--- src/rtl/assert_macros.svh ---
// Assertion macros shared by the responder RTL.
// Each macro takes a label, the clock, the active-low reset and the property terms.
`ifndef ASSERT_MACROS_SVH
`define ASSERT_MACROS_SVH

// Check that cons holds in the same cycle as ante.
`define ASSERT_HOLDS(label, clk, rst_n, ante, cons) \
    label: assert property (@(posedge clk) disable iff (!rst_n) (ante) |-> (cons)) \
        else $error("assertion failed: same-cycle check");

// Check that cons holds in the cycle after ante.
`define ASSERT_NEXT(label, clk, rst_n, ante, cons) \
    label: assert property (@(posedge clk) disable iff (!rst_n) (ante) |=> (cons)) \
        else $error("assertion failed: next-cycle check");

`endif

--- src/rtl/sdspi_pkg.sv ---
// Shared types and constants for the SD SPI-mode card responder.
// No dependencies; used by the shifter and the top level.
package sdspi_pkg;

    typedef logic [7:0] byte_t;

    // Status of the serial byte shifter
    typedef struct packed {
        logic busy;
        logic last;
    } shift_stat_t;

    // Storage geometry
    localparam int SECTOR_BYTES   = 512;
    localparam int SECTOR_IDX_W   = $clog2(SECTOR_BYTES);
    localparam int STORE_SECTORS  = 64;
    localparam int STORE_SEC_W    = $clog2(STORE_SECTORS);
    localparam int STORE_BYTES    = STORE_SECTORS * SECTOR_BYTES;
    localparam int STORE_ADDR_W   = STORE_SEC_W + SECTOR_IDX_W;
    localparam int SECTOR_COUNT   = 64;
    localparam int IN_STORE_LIMIT =
        (SECTOR_COUNT < STORE_SECTORS) ? SECTOR_COUNT : STORE_SECTORS;

    // Response shift register: up to five bytes
    localparam int RESP_BYTES = 5;
    localparam int RESP_W     = RESP_BYTES * 8;

    // Bytes on the wire
    localparam byte_t FILL_BYTE       = 8'hFF;
    localparam byte_t ZERO_BYTE       = 8'h00;
    localparam byte_t DATA_TOKEN      = 8'hFE;
    localparam byte_t DATA_ACCEPTED   = 8'h05;
    localparam byte_t START_MASK      = 8'hC0;
    localparam byte_t START_BITS      = 8'h40;
    localparam byte_t R1_READY        = 8'h00;
    localparam byte_t R1_IDLE         = 8'h01;
    localparam byte_t R1_ILLEGAL      = 8'h04;
    localparam byte_t IF_COND_VOLTAGE = 8'h01;
    localparam byte_t CHECK_PATTERN   = 8'hAA;
    localparam byte_t OCR_BYTE0       = 8'hC0;
    localparam byte_t OCR_BYTE2       = 8'h80;

    // Command numbers (low six bits of the first command byte)
    localparam logic [5:0] CMD_GO_IDLE       = 6'd0;
    localparam logic [5:0] CMD_SEND_IF_COND  = 6'd8;
    localparam logic [5:0] CMD_READ_SINGLE   = 6'd17;
    localparam logic [5:0] CMD_WRITE_SINGLE  = 6'd24;
    localparam logic [5:0] ACMD_SEND_OP_COND = 6'd41;
    localparam logic [5:0] CMD_APP_CMD       = 6'd55;
    localparam logic [5:0] CMD_READ_OCR      = 6'd58;

    // Sector buffer fill source
    localparam logic [1:0] FILL_IMAGE = 2'd0;
    localparam logic [1:0] FILL_ZERO  = 2'd1;
    localparam logic [1:0] FILL_ONES  = 2'd2;

    // Copy job that follows a word
    localparam logic [1:0] JOB_NONE   = 2'd0;
    localparam logic [1:0] JOB_LOAD   = 2'd1;
    localparam logic [1:0] JOB_COMMIT = 2'd2;

endpackage

--- src/rtl/sdspi_shifter.sv ---
// Bit-serial byte exchanger: shifts the host byte in and the card byte out, one bit a cycle.
// Depends on sdspi_pkg and assert_macros.svh.
`include "assert_macros.svh"

module sdspi_shifter (
    input  logic                     clk,
    input  logic                     rst_n,
    input  logic                     load,
    input  sdspi_pkg::byte_t         mosi_byte,
    input  sdspi_pkg::byte_t         miso_byte,
    output sdspi_pkg::shift_stat_t   stat,
    output logic                     rx_bit,
    output sdspi_pkg::byte_t         rx_byte,
    output sdspi_pkg::byte_t         tx_byte
);

    logic             busy_reg, busy_next;
    logic [2:0]       cnt_reg, cnt_next;
    sdspi_pkg::byte_t rx_src_reg, rx_src_next;
    sdspi_pkg::byte_t rx_reg, rx_next;
    sdspi_pkg::byte_t tx_src_reg, tx_src_next;
    sdspi_pkg::byte_t tx_reg, tx_next;

    // Load both bytes, then move one bit per cycle until all eight bits are through
    always_comb
    begin
        busy_next   = busy_reg;
        cnt_next    = cnt_reg;
        rx_src_next = rx_src_reg;
        rx_next     = rx_reg;
        tx_src_next = tx_src_reg;
        tx_next     = tx_reg;
        if (load)
        begin
            busy_next   = 1'b1;
            cnt_next    = 3'd0;
            rx_src_next = mosi_byte;
            tx_src_next = miso_byte;
        end
        else if (busy_reg)
        begin
            rx_next     = {rx_reg[6:0], rx_src_reg[7]};
            rx_src_next = {rx_src_reg[6:0], 1'b0};
            tx_next     = {tx_reg[6:0], tx_src_reg[7]};
            tx_src_next = {tx_src_reg[6:0], 1'b0};
            cnt_next    = cnt_reg + 3'd1;
            if (cnt_reg == 3'd7)
            begin
                busy_next = 1'b0;
            end
        end
    end

    // Control state
    always_ff @(posedge clk or negedge rst_n)
    begin
        if (!rst_n)
        begin
            busy_reg <= 1'b0;
            cnt_reg  <= 3'd0;
        end
        else
        begin
            busy_reg <= busy_next;
            cnt_reg  <= cnt_next;
        end
    end

    // Shift data
    always_ff @(posedge clk)
    begin
        rx_src_reg <= rx_src_next;
        rx_reg     <= rx_next;
        tx_src_reg <= tx_src_next;
        tx_reg     <= tx_next;
    end

    assign stat.busy = busy_reg;
    assign stat.last = busy_reg && (cnt_reg == 3'd7);
    assign rx_bit    = rx_src_reg[7];
    assign rx_byte   = rx_reg;
    assign tx_byte   = tx_reg;

    `ASSERT_NEXT(a_load_starts, clk, rst_n, load, busy_reg && (cnt_reg == 3'd0))
    `ASSERT_HOLDS(a_no_reload, clk, rst_n, load, !busy_reg)

endmodule
--- config.mk ---
export PLATFORM = sky130hd
export DESIGN_NAME = sdspi_shifter
export DESIGN_NICKNAME = d
export VERILOG_FILES = /design/src/rtl/sdspi_pkg.sv /design/src/rtl/sdspi_shifter.sv
export VERILOG_INCLUDE_DIRS = /design/src /design/src/rtl
export SDC_FILE = /design/constraint.sdc
export NUM_CORES = 1
export LEC_CHECK = 0
export BUFFER_PORTS_ARGS = -buffer_cell sky130_fd_sc_hd__buf_4
export CAP_MARGIN = 20
export CORE_MARGIN = 4
export CORE_UTILIZATION = 50
export CTS_BUF_LIST = sky130_fd_sc_hd__clkbuf_8
export DETAILED_ROUTE_END_ITERATION = 6
export GPL_TIMING_DRIVEN = 0
export PLACE_DENSITY = 0.83
export SYNTH_ARGS = -nofsm -noshare
export SYNTH_HDL_FRONTEND = slang
export SYNTH_SLANG_ARGS = --single-unit
--- constraint.sdc ---
create_clock -name clk -period 2 [get_ports clk]
set_input_delay 0.4 -clock clk [delete_from_list [all_inputs] [get_ports clk]]
set_output_delay 0.4 -clock clk [all_outputs]
set_load 0.005 [all_outputs]
======== Word-level counts from Yosys, hierarchy flattened ========
Cells that the tools add are included.
storage, ports and cells
  register bits ........................... 36
  input port bits ......................... 19
  output and inout bits ................... 19
  logic and storage cells ................. 21
operators by class
  eq/ne operators ......................... 1
  add/subtract/negate cells ............... 1
  bitwise operators ....................... 1
  reductions and logical operators ........ 3
  muxes and demuxes ....................... 9
operator list
  cell                                                           count
  8-bit 2-to-1 mux                                               4
  3-bit 2-to-1 mux                                               2
  3-bit by 1-bit adder with 3-bit output, second input constant  1
  3-bit equality test, second input constant                     1
  1-bit 2-to-1 mux                                               3
  2-bit AND reduction                                            1
  2-bit nonzero test                                             1
  1-bit logical AND                                              1
  1-bit inverter                                                 1

======== Longest topological paths before layout ========
  depth after elaboration ................. 4
  depth in mapped cells ................... 4

======== Least setup slack after synthesis ========
Ideal clock, no wire load.
  path kind ............................... reg2reg
  start ................................... reg busy_reg
  end ..................................... reg rx_reg[0], in the netlist rx_byte[0] (enable)
  data required time ...................... 1.610 ns
  path slack .............................. 0.338 ns
  arrival ................................. 1.271 ns
  setup time .............................. 0.390 ns
  path buffers ............................ 1
  stages on the path, launching flop included .. 3
  path through ............................ dfrtp_1 buf_2 nor2b_1
between the ends
  longest elaborated chain between the ends .. 1
RTL lines
  what                                  line                 text
  start: declaration                    sdspi_shifter.sv:17  logic busy_reg, busy_next;
  start signal: assignment              sdspi_shifter.sv:64  busy_reg <= busy_next;
  2-bit AND reduction (no source line)  --
  end signal: assignment                sdspi_shifter.sv:73  rx_reg <= rx_next;
  end: declaration                      sdspi_shifter.sv:20  sdspi_pkg::byte_t rx_reg, rx_next;
Every way passes these cells.
A chain may end at the register's enable or synchronous reset.

==> metrics.md <==
| Metric | Value |
|---|---|
| Pin count of the biggest net entering global routing | 17 |
| Place WS | 0.338 ns |
| Clock Latency Late Sink | 0.29 ns |
| CP Class | reg -> out |
| Syn-to-layout area delta | 32.6% |
| Routed via count | 722 |
| Post-CTS setup buffer count | 0 |
| Critical Path Fanout Max | 2 |
| Antenna-violating nets left | 0 |
| Gr ovfl total | 0 |
| Slew HR | 0.645 |
| Vias per Instance | 4.95 |
| Worst R2R Path Depth | 3 |
| Worst-Margin Slew | 0.531 ns |
| Critical hold path startpoint | miso_byte[0] |
| Root Buffer | clkbuf_8 |
| Fin cells | 146 |
| Share of cells above drive strength 1 | 0.552 |
| First-pass GRT wire length | 3460 um |
| Ports | 38 |
| H-tree level count | 2 |
| Final setup fails | 0 |
| Async set-reset flop share out of synthesis | 0.111 |
| Worst Hold Path Cells | 2 |
| Most common library cells after synthesis | edfxtp_1 (32), mux2_2 (14), dfrtp_1 (4) |
| RSZ-0062 raised after global routing | no |
| VDD IR-drop max | 0.000826 V |
| Number of synthesized flops with an enable pin | 32 |
| Top_reg_cell synth | edfxtp_1 |
| RR Startpoint | busy_reg |
| Vias in the first global route | 765 |
| Starting Density | 0.535 |
| Core box area | 2540 um^2 |
| Routed Wire Length | 2170 um |
| Starting DRT DRC Count | 13 |
| Row cnt | 18 |
| Final Hold Viols | 0 |
| WHS Endpoint | tx_src_reg[0] |
| Drt wl/cell | 14.8 um |
| Tmin final | 1.76 ns |
| Top cells by area, synth | edfxtp_1 (71%), mux2_2 (12%), dfrtp_1 (7.4%) |
| Final net count | 136 |
| MaxCap Viol Count | 0 |
| RR Endpoint | tx_byte[0] |
| Count leader, synth | edfxtp_1 |
| Leading area contributor after synthesis | edfxtp_1 |
| Yosys reg bits | 36 |
| Clock transition at path regs | 0.06 ns |
| Hold crit path type | in -> reg |
| Highest clock rate | 570 MHz |
| Critical Path Start Type | flop |
| Clk_skew | 0.00552 ns |
| Top cell type's share of synthesized area | 0.706 |
| Overall Global Routing Usage | 0.142 |
| Die ar. | 3620 um^2 |
| Worst setup EP type | output port |
| Syn Nets | 90 |
| R2r setup slk | 0.49 ns |
| Synth warn | 0 |
| Mean Syn Cell Area | 19.7 um^2 |
| CTS Buf Count | 5 |
| Placed cells | 137 |
| Initial antenna violation count | 0 |
| Final worst setup slack | 0.244 ns |
| Cell count after synthesis | 69 |
| Post-synthesis cell type count | 15 |
| Slew Limit Fails | 0 |
| LEAKAGE | 0.763 nW |
| Final HPWL DP | 1620 um |
| First-pass DRT Iterations | 3 |
| Synthesized area | 1360 um^2 |
| Die Ht | 60.2 um |
| CTS tree | built |
| Num Clock Sinks | 36 |
| Drc violations | 0 |
| I/O Buffers | 37 |
| GP Congestion | 0.750 |
| Period Utilization, post-route | 0.878 |
| Die width | 60.2 um |
| Status | complete, no violations |
| Hold WS | 0.397 ns |
| Required @ worst endpoint | 1.60 ns |
| Post-synthesis sequential area ratio | 0.779 |
| Max clock buf depth | 2 |
| Data arrival, critical path | 1.36 ns |
| Pwr/cell area | 915 nW/um^2 |
| Ant diodes | 0 |
-- metrics by stage --
stage / TNS, ns / instance area (um^2) / util / power (mW)
detailed placement: 0 / 1690 / 0.663 / 1.07
CTS: 0 / 1810 / 0.709 / 1.68
global placement: -0.135 / 1680 / 0.659 / 1.05
global route: 0 / 1810 / 0.709 / 1.74
finish: 0 / 1810 / 0.709 / 1.65
floorplan: 0 / 1360 / - / 0.979
-- worst max path at each step --
stage	startpoint	to
global route	cnt_reg[0]	stat[0]
detailed placement	load	rx_byte[3]
CTS	cnt_reg[0]	stat[0]
floorplan	busy_reg	rx_byte[0]
finish	cnt_reg[0]	stat[0]
global placement	load	rx_byte[6]
-- logic make-up after synthesis --
family	synth area share
DFF	0.779
xor gates and xnor gates	0.00643
muxes	0.131
buffers and inverters	0.0285
and+or+nand+nor	0.0313
AOI/OAI and AO/OA	0.00552
adders and majority gates	0.0184
-- report_power, final --
part	leakage, nW	internal, mW	switching, mW	total, mW
combinational	0.326	0.0887	0.0459	0.135
clock	0.0593	0.364	0.241	0.606
sequential	0.378	0.889	0.0232	0.912
total	0.763	1.34	0.311	1.65
-- repair_timing --
action | CTS | global route
hold buffers | 1 | 0
endpoints found under the hold margin | 4 | 0
resized for setup | 0 | 0
setup endpoints to repair | 0 | 0
-- critical path: stages (launching register included) --
cell     delay (ns)
dfrtp_1        0.39
ha_1           0.20
ha_1           0.19
and2_1         0.16
buf_4          0.13
-- area by class of cell --
type                    count  area [um^2]
clock inverters             3         38.8
clock buffers               5         68.8
flip-flops and latches     36         1060
well taps                  30         37.5
fillers                   183          739
multi-input cells          28          262
repair buffers             39          299
plain buffers               4         35.0
inverters                   1         3.75
-- layout by cell type, fill, tap and decap left out, drive strengths merged --
master | Yosys | final
ha | 2 | 2
xnor2 | 1 | 1
dfrtp | 4 | 4
edfxtp | 32 | 32
mux2i | 2 | 2
or2 | 1 | 1
dlygate4sd3 | 0 | 1
clkinv | 0 | 1
clkbuf | 0 | 5
a21o | 1 | 1
nor2 | 3 | 3
and2 | 3 | 3
bufinv | 0 | 1
mux2 | 14 | 14
inv | 1 | 2
nor2b | 1 | 1
buf | 4 | 42
-- routing by layer --
metal,GRT usage,up-vias,share of wire
met3,0.0864,5,0.12
met4,0.0665,0,0.018
met1,0.150,337,0.38
met5,0,-,0
met2,0.224,33,0.47
li1,-,347,-
Power figures use the tool's default switching activity.
